### src/sv/ptg_pkg.sv
// Shared types, constants and helper functions for the proportional glyph trimmer.
// No dependencies.
package ptg_pkg;

    localparam int ROW_W        = 32;
    localparam int HALF_BITS    = 16;
    localparam int BLANK_W      = 5;
    localparam int TRIM_W       = 4;
    localparam int WIDTH_W      = 6;
    localparam int DEF_MAX_ROWS = 32;

    localparam logic [TRIM_W-1:0]  SPACE_TRIM = 4'd6;
    localparam logic [BLANK_W-1:0] BLANK_INIT = 5'd16;
    localparam logic [WIDTH_W-1:0] FULL_WIDTH = 6'd32;

    typedef enum logic {
        ST_LOAD,
        ST_EMIT
    } ptg_state_t;

    typedef struct packed {
        logic              go;
        logic [TRIM_W-1:0] tl;
        logic [TRIM_W-1:0] tr;
    } ptg_start_t;

    // blank columns from bit 31 downward, left half only
    function automatic logic [BLANK_W-1:0] leading_blank16(input logic [ROW_W-1:0] row);
        logic [BLANK_W-1:0] n;
        n = BLANK_INIT;
        for (int i = HALF_BITS - 1; i >= 0; i--) begin
            if (row[ROW_W-1-i]) begin
                n = BLANK_W'(i);
            end
        end
        return n;
    endfunction

    // blank columns from bit 0 upward, right half only
    function automatic logic [BLANK_W-1:0] trailing_blank16(input logic [ROW_W-1:0] row);
        logic [BLANK_W-1:0] n;
        n = BLANK_INIT;
        for (int i = HALF_BITS - 1; i >= 0; i--) begin
            if (row[i]) begin
                n = BLANK_W'(i);
            end
        end
        return n;
    endfunction

    function automatic logic [TRIM_W-1:0] trim_of(input logic [BLANK_W-1:0] m);
        logic [BLANK_W-1:0] d;
        d = m - 5'd1;
        return (m == '0) ? '0 : d[TRIM_W-1:0];
    endfunction

endpackage

### src/sv/ptg_ram.sv
// Generic simple dual-port RAM: one write port, one read port, registered read.
// No dependencies.
module ptg_ram #(
    parameter int WIDTH = 32,
    parameter int DEPTH = 32,
    localparam int AW = (DEPTH > 1) ? $clog2(DEPTH) : 1
) (
    input  logic             aclk,
    input  logic             wr_en,
    input  logic [AW-1:0]    wr_addr,
    input  logic [WIDTH-1:0] wr_data,
    input  logic             rd_en,
    input  logic [AW-1:0]    rd_addr,
    output logic [WIDTH-1:0] rd_data
);

    logic [WIDTH-1:0] mem [DEPTH];
    logic [WIDTH-1:0] rd_data_reg;

    always_ff @(posedge aclk) begin
        if (wr_en) begin
            mem[wr_addr] <= wr_data;
        end
        if (rd_en) begin
            rd_data_reg <= mem[rd_addr];
        end
    end

    assign rd_data = rd_data_reg;

endmodule

### src/sv/ptg_load.sv
// Row loader: writes rows to the store, tracks edge blank minima, derives trims.
// Depends on ptg_pkg.
module ptg_load
    import ptg_pkg::*;
#(
    parameter int MAX_ROWS = DEF_MAX_ROWS,
    localparam int AW = (MAX_ROWS > 1) ? $clog2(MAX_ROWS) : 1,
    localparam int CW = $clog2(MAX_ROWS + 1)
) (
    input  logic             aclk,
    input  logic             aresetn,
    input  logic             accept,
    input  logic [ROW_W-1:0] row_bits,
    input  logic             is_space,
    input  logic             last_row,
    output logic             wr_en,
    output logic [AW-1:0]    wr_addr,
    output logic [ROW_W-1:0] wr_data,
    output ptg_start_t       start,
    output logic [CW-1:0]    count
);

    logic [CW-1:0]      rows_loaded_reg, rows_loaded_next;
    logic [BLANK_W-1:0] min_lead_reg, min_lead_next;
    logic [BLANK_W-1:0] min_trail_reg, min_trail_next;
    logic               store;
    logic [BLANK_W-1:0] lb, tb;
    logic [CW-1:0]      count_new;
    logic [BLANK_W-1:0] lead_new, trail_new;

    assign store = accept && (rows_loaded_reg < CW'(MAX_ROWS));
    assign lb    = leading_blank16(row_bits);
    assign tb    = trailing_blank16(row_bits);

    assign count_new = rows_loaded_reg + CW'(store);
    assign lead_new  = (store && (lb < min_lead_reg)) ? lb : min_lead_reg;
    assign trail_new = (store && (tb < min_trail_reg)) ? tb : min_trail_reg;

    assign wr_en   = store;
    assign wr_addr = rows_loaded_reg[AW-1:0];
    assign wr_data = row_bits;

    always_comb begin
        start.go = accept && last_row;
        start.tl = is_space ? SPACE_TRIM : trim_of(lead_new);
        start.tr = is_space ? SPACE_TRIM : trim_of(trail_new);
        count    = count_new;
    end

    always_comb begin
        rows_loaded_next = count_new;
        min_lead_next    = lead_new;
        min_trail_next   = trail_new;
        if (accept && last_row) begin
            rows_loaded_next = '0;
            min_lead_next    = BLANK_INIT;
            min_trail_next   = BLANK_INIT;
        end
    end

    always_ff @(posedge aclk) begin
        if (!aresetn) begin
            rows_loaded_reg <= '0;
            min_lead_reg    <= BLANK_INIT;
            min_trail_reg   <= BLANK_INIT;
        end else begin
            rows_loaded_reg <= rows_loaded_next;
            min_lead_reg    <= min_lead_next;
            min_trail_reg   <= min_trail_next;
        end
    end

endmodule

### src/sv/ptg_emit.sv
// Emit sequencer: reads stored rows, trims and left-aligns them, output register plus skid.
// Depends on ptg_pkg.
module ptg_emit
    import ptg_pkg::*;
#(
    parameter int MAX_ROWS = DEF_MAX_ROWS,
    localparam int AW = (MAX_ROWS > 1) ? $clog2(MAX_ROWS) : 1,
    localparam int CW = $clog2(MAX_ROWS + 1)
) (
    input  logic               aclk,
    input  logic               aresetn,
    input  ptg_start_t         start,
    input  logic [CW-1:0]      count,
    output logic               busy,
    output logic               rd_en,
    output logic [AW-1:0]      rd_addr,
    input  logic [ROW_W-1:0]   rd_data,
    output logic               m_valid,
    input  logic               m_ready,
    output logic [ROW_W-1:0]   m_row_mask,
    output logic [WIDTH_W-1:0] m_glyph_width,
    output logic [TRIM_W-1:0]  m_left_trim,
    output logic               m_final_row
);

    ptg_state_t state_reg, state_next;

    logic [AW-1:0]      k_reg, k_next;
    logic [AW-1:0]      last_k_reg, last_k_next;
    logic [TRIM_W-1:0]  tl_reg, tl_next;
    logic [ROW_W-1:0]   keep_reg, keep_next;
    logic [WIDTH_W-1:0] width_reg, width_next;
    logic               pend_reg, pend_next;
    logic               pend_final_reg, pend_final_next;

    logic               out_valid_reg, out_valid_next;
    logic [ROW_W-1:0]   out_mask_reg, out_mask_next;
    logic [WIDTH_W-1:0] out_width_reg, out_width_next;
    logic [TRIM_W-1:0]  out_tl_reg, out_tl_next;
    logic               out_final_reg, out_final_next;

    logic               hold_valid_reg, hold_valid_next;
    logic [ROW_W-1:0]   hold_mask_reg, hold_mask_next;
    logic [WIDTH_W-1:0] hold_width_reg, hold_width_next;
    logic [TRIM_W-1:0]  hold_tl_reg, hold_tl_next;
    logic               hold_final_reg, hold_final_next;

    logic               pop, issue, last_issue;
    logic [1:0]         occ;
    logic [ROW_W-1:0]   new_mask;
    logic [CW-1:0]      count_m1;

    assign pop        = out_valid_reg && m_ready;
    assign occ        = 2'(out_valid_reg) + 2'(hold_valid_reg) + 2'(pend_reg) - 2'(pop);
    assign last_issue = issue && (k_reg == last_k_reg);
    assign new_mask   = (rd_data & keep_reg) << tl_reg;
    assign count_m1   = count - CW'(1);

    // next state
    always_comb begin
        state_next = state_reg;
        unique case (state_reg)
            ST_LOAD: begin
                if (start.go) begin
                    state_next = ST_EMIT;
                end
            end
            ST_EMIT: begin
                if (last_issue) begin
                    state_next = ST_LOAD;
                end
            end
            default: state_next = ST_LOAD;
        endcase
    end

    // state outputs
    always_comb begin
        busy  = 1'b0;
        issue = 1'b0;
        unique case (state_reg)
            ST_LOAD: begin
                busy  = 1'b0;
                issue = 1'b0;
            end
            ST_EMIT: begin
                busy  = 1'b1;
                issue = (occ < 2'd2);
            end
            default: begin
                busy  = 1'b0;
                issue = 1'b0;
            end
        endcase
    end

    assign rd_en   = issue;
    assign rd_addr = k_reg;

    always_comb begin
        k_next          = k_reg;
        last_k_next     = last_k_reg;
        tl_next         = tl_reg;
        keep_next       = keep_reg;
        width_next      = width_reg;
        pend_next       = issue;
        pend_final_next = last_issue;
        if (start.go) begin
            k_next      = '0;
            last_k_next = count_m1[AW-1:0];
            tl_next     = start.tl;
            keep_next   = (32'hFFFF_FFFF >> start.tl) & (32'hFFFF_FFFF << start.tr);
            width_next  = FULL_WIDTH - WIDTH_W'(start.tl) - WIDTH_W'(start.tr);
        end else if (issue) begin
            k_next = k_reg + AW'(1);
        end
    end

    // output register with one-deep skid
    always_comb begin
        out_valid_next  = out_valid_reg;
        out_mask_next   = out_mask_reg;
        out_width_next  = out_width_reg;
        out_tl_next     = out_tl_reg;
        out_final_next  = out_final_reg;
        hold_valid_next = hold_valid_reg;
        hold_mask_next  = hold_mask_reg;
        hold_width_next = hold_width_reg;
        hold_tl_next    = hold_tl_reg;
        hold_final_next = hold_final_reg;
        if (!out_valid_reg || pop) begin
            out_valid_next = hold_valid_reg || pend_reg;
            if (hold_valid_reg) begin
                out_mask_next  = hold_mask_reg;
                out_width_next = hold_width_reg;
                out_tl_next    = hold_tl_reg;
                out_final_next = hold_final_reg;
            end else begin
                out_mask_next  = new_mask;
                out_width_next = width_reg;
                out_tl_next    = tl_reg;
                out_final_next = pend_final_reg;
            end
        end
        if ((hold_valid_reg && pop) || (!hold_valid_reg && out_valid_reg && !pop)) begin
            hold_valid_next = pend_reg;
            hold_mask_next  = new_mask;
            hold_width_next = width_reg;
            hold_tl_next    = tl_reg;
            hold_final_next = pend_final_reg;
        end
    end

    always_ff @(posedge aclk) begin
        if (!aresetn) begin
            state_reg      <= ST_LOAD;
            pend_reg       <= 1'b0;
            out_valid_reg  <= 1'b0;
            hold_valid_reg <= 1'b0;
        end else begin
            state_reg      <= state_next;
            pend_reg       <= pend_next;
            out_valid_reg  <= out_valid_next;
            hold_valid_reg <= hold_valid_next;
        end
    end

    always_ff @(posedge aclk) begin
        k_reg          <= k_next;
        last_k_reg     <= last_k_next;
        tl_reg         <= tl_next;
        keep_reg       <= keep_next;
        width_reg      <= width_next;
        pend_final_reg <= pend_final_next;
        out_mask_reg   <= out_mask_next;
        out_width_reg  <= out_width_next;
        out_tl_reg     <= out_tl_next;
        out_final_reg  <= out_final_next;
        hold_mask_reg  <= hold_mask_next;
        hold_width_reg <= hold_width_next;
        hold_tl_reg    <= hold_tl_next;
        hold_final_reg <= hold_final_next;
    end

    assign m_valid       = out_valid_reg;
    assign m_row_mask    = out_mask_reg;
    assign m_glyph_width = out_width_reg;
    assign m_left_trim   = out_tl_reg;
    assign m_final_row   = out_final_reg;

endmodule

### src/sv/proportional_glyph_trimmer.sv
// One row is accepted per cycle while loading. After the last row is taken, the
// sequencer enters its emit state, reads the stored rows through the registered read
// port of the row store and presents them through the output register, one row per
// cycle while m_ready is high. Input is held off while stored rows are being read out.
// Reset (aresetn low, synchronous) clears row count, trackers, sequencer and valid
// flags; the row store is not cleared. Depends on ptg_pkg, ptg_ram, ptg_load, ptg_emit.
module proportional_glyph_trimmer
    import ptg_pkg::*;
#(
    parameter int MAX_ROWS = DEF_MAX_ROWS
) (
    input  logic               aclk,
    input  logic               aresetn,
    input  logic               s_valid,
    output logic               s_ready,
    input  logic [ROW_W-1:0]   s_row_bits,
    input  logic               s_is_space,
    input  logic               s_last_row,
    output logic               m_valid,
    input  logic               m_ready,
    output logic [ROW_W-1:0]   m_row_mask,
    output logic [WIDTH_W-1:0] m_glyph_width,
    output logic [TRIM_W-1:0]  m_left_trim,
    output logic               m_final_row
);

    localparam int AW = (MAX_ROWS > 1) ? $clog2(MAX_ROWS) : 1;
    localparam int CW = $clog2(MAX_ROWS + 1);

    logic             accept;
    logic             busy;
    logic             wr_en, rd_en;
    logic [AW-1:0]    wr_addr, rd_addr;
    logic [ROW_W-1:0] wr_data, rd_data;
    ptg_start_t       start;
    logic [CW-1:0]    count;

    assign s_ready = !busy;
    assign accept  = s_valid && s_ready;

    ptg_load #(
        .MAX_ROWS(MAX_ROWS)
    ) u_load (
        .aclk     (aclk),
        .aresetn  (aresetn),
        .accept   (accept),
        .row_bits (s_row_bits),
        .is_space (s_is_space),
        .last_row (s_last_row),
        .wr_en    (wr_en),
        .wr_addr  (wr_addr),
        .wr_data  (wr_data),
        .start    (start),
        .count    (count)
    );

    ptg_ram #(
        .WIDTH(ROW_W),
        .DEPTH(MAX_ROWS)
    ) u_store (
        .aclk    (aclk),
        .wr_en   (wr_en),
        .wr_addr (wr_addr),
        .wr_data (wr_data),
        .rd_en   (rd_en),
        .rd_addr (rd_addr),
        .rd_data (rd_data)
    );

    ptg_emit #(
        .MAX_ROWS(MAX_ROWS)
    ) u_emit (
        .aclk          (aclk),
        .aresetn       (aresetn),
        .start         (start),
        .count         (count),
        .busy          (busy),
        .rd_en         (rd_en),
        .rd_addr       (rd_addr),
        .rd_data       (rd_data),
        .m_valid       (m_valid),
        .m_ready       (m_ready),
        .m_row_mask    (m_row_mask),
        .m_glyph_width (m_glyph_width),
        .m_left_trim   (m_left_trim),
        .m_final_row   (m_final_row)
    );

endmodule

### config.mk
export PLATFORM = sky130hd
export DESIGN_NAME = proportional_glyph_trimmer
export DESIGN_NICKNAME = d
export VERILOG_FILES = /design/src/sv/ptg_pkg.sv /design/src/sv/ptg_ram.sv /design/src/sv/ptg_load.sv /design/src/sv/ptg_emit.sv /design/src/sv/proportional_glyph_trimmer.sv
export SDC_FILE = /design/constraint.sdc
export NUM_CORES = 1
export LEC_CHECK = 0
export BUFFER_PORTS_ARGS = -buffer_cell sky130_fd_sc_hd__buf_4
export CORE_MARGIN = 2
export CORE_UTILIZATION = 55
export CTS_BUF_LIST = sky130_fd_sc_hd__clkbuf_16
export DETAILED_ROUTE_END_ITERATION = 10
export PLACE_DENSITY = 0.69
export SLEW_MARGIN = 0
export SYNTH_ARGS = -nofsm -noshare
export SYNTH_HDL_FRONTEND = slang
export SYNTH_HIERARCHICAL = 1
export SYNTH_SLANG_ARGS = --single-unit
### constraint.sdc
create_clock -name aclk -period 6 [get_ports aclk]
set_input_delay 0.6 -clock aclk [delete_from_list [all_inputs] [get_ports aclk]]
set_output_delay 0.6 -clock aclk [all_outputs]
set_load 0.005 [all_outputs]
# After elaboration in Yosys (flattened, before gate mapping)
# Memories as Yosys holds them, arrays and structs flattened. A register that Yosys moved wholly into a read port is not among the register bits.
# Cells that the tools add are included.
op_classes:
  bitwise_logic: 4
  shifts: 3
  n_lt_le_gt_ge: 4
  eq_ne: 1
  reduce_logical: 20
  mux: 49
  add_sub_neg: 10
op_table:
  columns: ["op", "n"]
  rows:
  - ["$mux W5", 34]
  - ["$and A32 B32 Y32", 2]
  - ["$mux W32", 1]
  - ["$shl A32 B4 Y32", 1]
  - ["$shl A32 B4 Y32 const A", 1]
  - ["$shr A32 B4 Y32 const A", 1]
  - ["$mux W4", 5]
  - ["$logic_and A1 B1 Y1", 10]
  - ["$logic_not A5 Y1", 2]
  - ["$lt A5 B5 Y1", 2]
  - ["$sub A4 B1 Y4 const B", 2]
  - ["$add A6 B1 Y6", 1]
  - ["$lt A6 B6 Y1 const B", 1]
  - ["$mux W6", 1]
  - ["$pmux W1 S2", 3]
  - ["$sub A6 B4 Y6", 1]
  - ["$sub A6 B4 Y6 const A", 1]
  - ["$add A5 B1 Y5 const B", 1]
  - ["$eq A5 B5 Y1", 1]
  - ["$mux W1", 5]
  - ["$sub A5 B1 Y5 const B", 1]
  - ["$logic_not A1 Y1", 4]
  - ["$logic_or A1 B1 Y1", 3]
  - ["$add A1 B1 Y2", 1]
  - ["5 further kinds", 6]
word_totals:
  ram_bits: 1024
  in_bits: 38
  out_inout_bits: 45
  wordCells: 113
  mem_count: 1
  regBits: 159
mem_list:
  columns: ["name", "words", "width", "read_ports", "rd_ports_with_merged_regs", "wr", "line_no", "rtl"]
  rows:
  - ["u_store.mem", 32, 32, 1, 1, 1, "ptg_ram.sv:17", "logic [WIDTH-1:0] mem [DEPTH];"]

# Depth between registers and ports, before layout
# Gate-level depths: netlist of the first run.
depth:
  ltp_word: 24
  mapped_depth: 21
  ltp_nobuf: 20

# Hierarchy
# Netlist of the first run, hierarchy kept.
by_module_without_submodules:
  columns: ["module", "area_each_um2", "instances", "seq_area_each_um2", "cells_each"]
  rows:
  - ["ptg_ram", 40805.4, 1, 31710.4, 2260]
  - ["ptg_emit", 7420.9, 1, 4134.0, 650]
  - ["ptg_load", 1799.2, 1, 320.3, 236]
  - ["proportional_glyph_trimmer", 10.0, 1, 0.0, 2]

# Worst setup path before layout of the first run
# No wires, ideal clock.
synth_path:
  path_kind: "input-to-reg"
  start: "in s_row_bits[24]"
  end: "reg u_emit.width_reg[4] (data pin)"
  cell_stages: 18
  setup_time_ns: 0.258
  t_arrival_ns: 4.773
  t_required_ns: 5.742
  setup_slack_ns: 0.969
  path_buffers: 1
  path_cell_list: "nor4_1 nand3_1 nor2_1 ha_1 a21o_1 a211oi_4 nand3_1 nor3_1 nor3_4 mux2i_1 a311oi_1 a2111oi_1 clkbuf_1 inv_1 ha_1 ha_1 a21oi_1 xnor2_1"
synth_rtl:
  columns: ["item", "line_no", "rtl"]
  rows:
  - ["start: declaration", "proportional_glyph_trimmer.sv:16", "input logic [ROW_W-1:0] s_row_bits,"]
  - ["end signal: assignment", "ptg_emit.sv:173", "width_reg <= width_next;"]
  - ["end: declaration", "ptg_emit.sv:32", "logic [WIDTH_W-1:0] width_reg, width_next;"]

==> results of run 1 <==
==> logic make-up after synthesis <==
family                     after synthesis  synth area share
xor gates and xnor gates                19           0.00333
and+or+nand+nor                        624            0.0623
adders and majority gates               22           0.00563
DFF                                   1213             0.723
muxes                                  553             0.114
AOI/OAI and AO/OA                      474            0.0651
buffers and inverters                  243            0.0272
==> worst max-delay path, cell delays in order <==
cell	delay (ps)
buf_4	210
nor4_1	440
nand3_1	220
nor2_1	250
ha_1	280
a21o_1	220
a211oi_4	290
nand3_1	110
nor3_1	300
nor3_4	190
mux2i_1	320
a311oi_1	100
a2111oi_2	380
buf_4	260
inv_1	90
ha_1	280
ha_1	340
a21oi_1	190
xnor2_1	80
==> final cells by class <==
type / count / area [sq um]
clock buffers: 117 / 2930
multi-input cells: 1692 / 12800
clock inverters: 100 / 1020
flip-flops and latches: 1213 / 36200
well taps: 1176 / 1470
diodes: 4 / 10.0
repair buffers: 161 / 1320
fillers: 6287 / 34300
inverters: 37 / 139
==> metrics by stage <==
step	std cells	power, uW	hold slack (ps)
4_1_cts	4496	19400	171
3_3_place_gp	4279	12000	434
5_1_grt	4498	20000	188
3_5_place_dp	4279	12100	455
2_1_floorplan	3148	11400	404
6_report	4500	19400	194
==> worst paths after layout <==
check             cells past startpoint                                 end                           from
setup / recovery                     19       u_emit/width_reg[4]$_DFFE_PP_                 s_row_bits[24]
hold / removal                        2  u_load/min_trail_reg[4]$_SDFF_PP1_                        aresetn
setup reg to reg                     15       u_emit/width_reg[4]$_DFFE_PP_    u_emit/state_reg$_SDFF_PN0_
hold reg to reg                       0     u_emit/hold_final_reg$_DFFE_PP_  u_emit/pend_final_reg$_DFF_P_
==> per-layer routing <==
layer | global-route usage | part of all wire | vias up
met4 | 0.119 | 0.040 | 6
met3 | 0.0431 | 0.092 | 243
met1 | 0.399 | 0.40 | 14839
met2 | 0.457 | 0.47 | 1670
li1 | - | - | 12497
met5 | 0 | 0.00027 | -
==> synthesized netlist by cell type (all sizes together) (4+ instances only) <==
cell	instances
edfxtp	1187
mux2i	528
nand2	175
nand3	136
buf	135
a21oi	124
a22oi	102
nor2	101
clkbuf	71
nor3	67
a22o	64
a31oi	38
o21ai	37
inv	36
o22ai	32
dfxtp	26
and2	25
ha	20
nand4b	20
nand4	18
mux2	15
nand2b	14
nor2b	13
o31ai	13
a211oi	12
xnor2	12
nand3b	11
o41ai	11
mux4	10
nand4bb	9
a41oi	8
or2	7
xor2	7
nor4	6
and3	5
o211ai	5
o32ai	4
or3	4
or3b	4
or4	4
==> power breakdown <==
| part | leakage, uW | internal [uW] | switching, uW |
|---|---|---|---|
| sequential | 0.0110 | 9500 | 132 |
| combinational | 0.00537 | 904 | 1380 |
| clock | 0.00201 | 4330 | 3120 |
| total | 0.0184 | 14700 | 4640 |
==> metrics.txt, run 1 <==
# TYPE chip_impl_metric gauge
chip_impl_metric{name="boundaryPins",unit=""} 83
chip_impl_metric{name="remaining_drcs",unit=""} 0
chip_impl_info{name="tritoncts",value="built"} 1
chip_impl_metric{name="synth_seq_area_share",unit=""} 0.723
chip_impl_metric{name="worst-path-max-fanout",unit=""} 35
chip_impl_metric{name="timing.final.max_slew_violations",unit=""} 0
chip_impl_metric{name="transition_time_at_the_pin_with_the_least_slew_margin",unit="ps"} 1280
chip_impl_info{name="path_class",value="input port to register"} 1
chip_impl_metric{name="drt_first_iter_violations",unit=""} 3446
chip_impl_metric{name="worst-r2r-setup-slack",unit="ps"} 1690
chip_impl_metric{name="cts_buffers",unit=""} 115
chip_impl_metric{name="postSynthAreaPerCell",unit="sq um"} 15.9
chip_impl_metric{name="wl_per_cell",unit="microns"} 30.0
chip_impl_metric{name="via_count_of_the_first_global_routing_pass",unit=""} 27826
chip_impl_metric{name="std_cell_rows",unit=""} 110
chip_impl_metric{name="fmax",unit="GHz"} 0.211
chip_impl_metric{name="static_leakage",unit="uW"} 0.0184
chip_impl_metric{name="gp_congestion",unit=""} 0.960
chip_impl_metric{name="final.setup_skew",unit="ps"} 29.0
chip_impl_metric{name="post_drt_antenna_nets",unit=""} 0
chip_impl_metric{name="setup_viol",unit=""} 0
chip_impl_metric{name="proportion_of_register_bits_with_asynchronous_set_or_reset_after_synthesis",unit=""} 0
chip_impl_info{name="status",value="complete, no violations"} 1
chip_impl_metric{name="report.final.hold_viol_count",unit=""} 0
chip_impl_metric{name="ys_seq_elements",unit=""} 1213
chip_impl_metric{name="cts_setup_buffers",unit=""} 0
chip_impl_info{name="setup.worst_path.end_class",value="register"} 1
chip_impl_metric{name="final_util",unit=""} 0.620
chip_impl_metric{name="port-buffer-count",unit=""} 82
chip_impl_metric{name="synth.top_cell.area_share",unit=""} 0.712
chip_impl_metric{name="dieHeight",unit="microns"} 306
chip_impl_metric{name="clock_sinks",unit=""} 1213
chip_impl_metric{name="dr.pass1.iters",unit=""} 5
chip_impl_metric{name="worst-endpoint-arrival",unit="ps"} 5190
chip_impl_metric{name="min_clock_period_post_route",unit="ps"} 4740
chip_impl_metric{name="detailroute.via_count",unit=""} 29255
chip_impl_metric{name="slew-limit-headroom",unit=""} 0.142
chip_impl_info{name="crit_path_start_kind",value="input port"} 1
chip_impl_metric{name="synth_edf_count",unit=""} 1187
chip_impl_info{name="top_library_cells_by_usage_in_the_layout_fill_and_taps_aside",value="edfxtp_1, mux2i_1, nand2_1"} 1
chip_impl_metric{name="clk_path_buf_depth",unit=""} 3
chip_impl_metric{name="detail_route.vias_per_cell",unit=""} 6.50
chip_impl_metric{name="die_area",unit="sq um"} 93400
chip_impl_info{name="most_common_library_cell_in_the_layout_ignoring_fill_and_taps",value="edfxtp_1"} 1
chip_impl_info{name="ys.flop_type",value="edfxtp_1"} 1
chip_impl_metric{name="drv_cap",unit=""} 0
chip_impl_metric{name="grt_first_pass_wirelength",unit="microns"} 193000
chip_impl_metric{name="core-area",unit="sq um"} 90100
chip_impl_metric{name="finalCritPeriodShare",unit=""} 0.790
chip_impl_metric{name="setup_tns",unit="ps"} 0
chip_impl_metric{name="post_route_cells_drive_above_1_share",unit=""} 0.130
chip_impl_info{name="clock-root-buffer",value="clkbuf_16"} 1
chip_impl_metric{name="holdBufCountCts",unit=""} 0
chip_impl_metric{name="die_x",unit="microns"} 306
chip_impl_info{name="setup_repair_after_global_routing_missed_its_margin",value="false"} 1
chip_impl_metric{name="synth.net_count",unit=""} 3207
chip_impl_metric{name="grt-ovfl-total",unit=""} 0
chip_impl_metric{name="post_cts_resize_count",unit=""} 0
chip_impl_metric{name="power.density",unit="nW/um^2"} 347
chip_impl_metric{name="netlist_area",unit="sq um"} 50000
chip_impl_metric{name="maximum_number_of_pins_on_one_net_before_global_route_repair",unit=""} 96
chip_impl_metric{name="grt_antenna_before_repair",unit=""} 8
chip_impl_metric{name="final_net_count",unit=""} 3279
chip_impl_metric{name="largest_register_ff_count",unit=""} 1024
chip_impl_metric{name="clkSlewWorstSetupHoldPaths",unit="ps"} 60
chip_impl_metric{name="dpl_cell_area",unit="sq um"} 51900
chip_impl_metric{name="vdd_drop_max",unit="mV"} 0.241
chip_impl_metric{name="synth.lib_cells_used.distinct",unit=""} 81
chip_impl_metric{name="route.final.wire_length",unit="microns"} 135000
chip_impl_info{name="netlist_top_cells_area",value="edfxtp_1, mux2i_1, a22oi_1, nand3_1, nand2_1"} 1
chip_impl_info{name="regMostFlops",value="u_store/mem"} 1
chip_impl_metric{name="dp_worst_setup_slack",unit="ps"} 650
chip_impl_info{name="hp-class",value="input port to register"} 1
chip_impl_metric{name="area_growth",unit="%"} 11.6
chip_impl_metric{name="start_util",unit=""} 0.555
chip_impl_metric{name="synthCells",unit=""} 3148
chip_impl_metric{name="synthesis.yosys.warnings",unit=""} 6
chip_impl_metric{name="clkLatencyLatePin",unit="ps"} 700
chip_impl_metric{name="fin_ws",unit="ps"} 1260
chip_impl_metric{name="dpl.hpwl",unit="microns"} 75000
chip_impl_metric{name="globalRouteTotalUtil",unit=""} 0.287
chip_impl_info{name="synth_top_cell_by_area",value="edfxtp_1"} 1
chip_impl_metric{name="crit_required",unit="ps"} 6450
chip_impl_metric{name="finalInstanceArea",unit="sq um"} 55900
chip_impl_metric{name="level_count_of_the_clock_h_tree",unit=""} 3
Power figures use the tool's default switching activity.
==> run 2, diff against run 1 <==
==> constraint.sdc (replaced) <==
create_clock -name aclk -period 4.9 [get_ports aclk]
set_input_delay 0.49 -clock aclk [delete_from_list [all_inputs] [get_ports aclk]]
set_output_delay 0.49 -clock aclk [all_outputs]
set_load 0.005 [all_outputs]
==> run 2 against run 1 <==
  * Worst hold slack lost 110 ps
  * Die area unchanged
  * Wire length down 3.4%
  * First-iteration DRC count rose by 3.2%
  * Setup slack got worse by 850 ps
  * Largest power group unchanged
==> metrics.txt, run 2 (same netlist as run 1, synthesis figures left out) <==
# TYPE chip_impl_metric gauge
chip_impl_metric{name="report.final.hold_viol_count",unit=""} 0
chip_impl_metric{name="setup_viol",unit=""} 0
chip_impl_info{name="top_library_cells_by_usage_in_the_layout_fill_and_taps_aside",value="edfxtp_1, mux2i_1, buf_4"} 1
chip_impl_metric{name="largest_register_ff_count",unit=""} 1024
chip_impl_metric{name="transition_time_at_the_pin_with_the_least_slew_margin",unit="ps"} 1190
chip_impl_info{name="tritoncts",value="built"} 1
chip_impl_metric{name="post_route_cells_drive_above_1_share",unit=""} 0.143
chip_impl_metric{name="die_area",unit="sq um"} 93400
chip_impl_metric{name="dpl.hpwl",unit="microns"} 75900
chip_impl_metric{name="gp_congestion",unit=""} 0.947
chip_impl_metric{name="clock_sinks",unit=""} 1213
chip_impl_info{name="clock-root-buffer",value="clkbuf_16"} 1
chip_impl_metric{name="fin_ws",unit="ps"} 409
chip_impl_metric{name="vdd_drop_max",unit="mV"} 0.303
chip_impl_metric{name="placedCellCount",unit=""} 4330
chip_impl_metric{name="fmax",unit="GHz"} 0.223
chip_impl_metric{name="final_net_count",unit=""} 3332
chip_impl_metric{name="min_clock_period_post_route",unit="ps"} 4490
chip_impl_metric{name="boundaryPins",unit=""} 83
chip_impl_metric{name="via_count_of_the_first_global_routing_pass",unit=""} 28575
chip_impl_metric{name="detailroute.via_count",unit=""} 29302
chip_impl_metric{name="post_cts_resize_count",unit=""} 0
chip_impl_metric{name="dp_worst_setup_slack",unit="ps"} -147
chip_impl_metric{name="final.setup_skew",unit="ps"} 26.3
chip_impl_metric{name="holdBufCountCts",unit=""} 0
chip_impl_metric{name="dr.pass1.iters",unit=""} 5
chip_impl_info{name="setup_repair_after_global_routing_missed_its_margin",value="false"} 1
chip_impl_metric{name="dieHeight",unit="microns"} 306
chip_impl_metric{name="worst-path-max-fanout",unit=""} 16
chip_impl_info{name="setup.worst_path.end_class",value="register"} 1
chip_impl_metric{name="remaining_drcs",unit=""} 0
chip_impl_metric{name="core-area",unit="sq um"} 90100
chip_impl_metric{name="static_leakage",unit="uW"} 0.0187
chip_impl_metric{name="finalCritPeriodShare",unit=""} 0.917
chip_impl_metric{name="detail_route.vias_per_cell",unit=""} 6.44
chip_impl_metric{name="grt_first_pass_wirelength",unit="microns"} 191000
chip_impl_info{name="most_common_library_cell_in_the_layout_ignoring_fill_and_taps",value="edfxtp_1"} 1
chip_impl_metric{name="drv_cap",unit=""} 0
chip_impl_metric{name="crit_required",unit="ps"} 5350
chip_impl_metric{name="power.density",unit="nW/um^2"} 426
chip_impl_metric{name="hold_ws",unit="ps"} 79.9
chip_impl_metric{name="slew-limit-headroom",unit=""} 0.204
chip_impl_metric{name="globalRouteTotalUtil",unit=""} 0.278
chip_impl_metric{name="cts_setup_buffers",unit=""} 0
chip_impl_metric{name="level_count_of_the_clock_h_tree",unit=""} 3
chip_impl_metric{name="area_growth",unit="%"} 13.1
chip_impl_metric{name="wl_per_cell",unit="microns"} 28.7
chip_impl_metric{name="die_x",unit="microns"} 306
chip_impl_metric{name="timing.final.max_slew_violations",unit=""} 0
chip_impl_metric{name="finalNonFillerCells",unit=""} 4551
chip_impl_metric{name="clkLatencyLatePin",unit="ps"} 710
chip_impl_metric{name="clk_path_buf_depth",unit=""} 3
chip_impl_info{name="hp-class",value="input port to register"} 1
chip_impl_metric{name="worst-endpoint-arrival",unit="ps"} 4940
chip_impl_metric{name="drt_first_iter_violations",unit=""} 3557
chip_impl_metric{name="post_drt_antenna_nets",unit=""} 0
chip_impl_metric{name="std_cell_rows",unit=""} 110
chip_impl_metric{name="clkSlewWorstSetupHoldPaths",unit="ps"} 60
chip_impl_metric{name="grt-ovfl-total",unit=""} 0
chip_impl_info{name="crit_path_start_kind",value="input port"} 1
chip_impl_info{name="status",value="complete, no violations"} 1
chip_impl_metric{name="cts_buffers",unit=""} 117
chip_impl_metric{name="route.final.wire_length",unit="microns"} 131000
chip_impl_info{name="path_class",value="input port to register"} 1
chip_impl_metric{name="fin_total_pwr",unit="uW"} 24100
chip_impl_metric{name="grt_antenna_before_repair",unit=""} 4
chip_impl_metric{name="start_util",unit=""} 0.555
chip_impl_metric{name="maximum_number_of_pins_on_one_net_before_global_route_repair",unit=""} 67
chip_impl_metric{name="port-buffer-count",unit=""} 82
chip_impl_info{name="regMostFlops",value="u_store/mem"} 1
[run 2: cell type report]
cell class | count | area, sq um
well taps | 1176 | 1470
repair buffers | 212 | 1950
flip-flops and latches | 1213 | 36200
multi-input cells | 1692 | 12800
diodes | 1 | 2.50
clock buffers | 119 | 2980
clock inverters | 101 | 1060
fillers | 6327 | 33600
inverters | 37 | 139
[run 2: final timing paths]
check / start / end / depth (start not counted) / slack [ps]
worst max-delay path: s_row_bits[24] / u_emit/width_reg[4]$_DFFE_PP_ / 18 / 410
worst min-delay path: aresetn / u_emit/m_valid$_SDFFE_PN0P_ / 2 / 80
worst max register to register: u_emit/state_reg$_SDFF_PN0_ / u_emit/width_reg[4]$_DFFE_PP_ / 17 / 830
worst min register to register: u_emit/width_reg[5]$_DFFE_PP_ / u_emit/hold_width_reg[5]$_DFFE_PP_ / 0 / 450
[run 2: critical path, stage by stage]
cell and delay (ps):
buf_4 120, nor4_1 570, nand3_1 260, nor2_1 210, ha_1 270, a21o_1 210, a211oi_4 310, nand3_1 120
nor3_1 310, nor3_4 190, mux2i_1 280, a311oi_1 110, a2111oi_2 430, inv_1 120, ha_1 300, ha_1 350
a21oi_1 190, xnor2_1 90
[run 2: metrics by stage]
| step | setup TNS [ps] | cell area (sq um) | util |
|---|---|---|---|
| final | 0 | 56600 | 0.627 |
| after global routing | 0 | 56600 | 0.627 |
| after CTS | 0 | 56600 | 0.627 |
| after detailed placement | -307 | 52500 | 0.583 |
| after global placement | -40.3 | 52500 | 0.583 |
| after floorplan | 0 | 50000 | - |
[run 2: layer usage]
metal	vias up	wire length (microns)	part of all wire	track usage
li1	12618	-	-	-
met4	2	4530	0.035	0.0971
met3	273	11300	0.087	0.0460
met5	-	7	0.000054	0
met1	14864	51600	0.40	0.378
met2	1545	63000	0.48	0.458
[run 2: where the power goes]
group	total [uW]	leakage [uW]	internal, uW	switching, uW
clock	9330	0.00202	5470	3860
combinational	3010	0.00568	1180	1830
sequential	11800	0.0110	11600	145
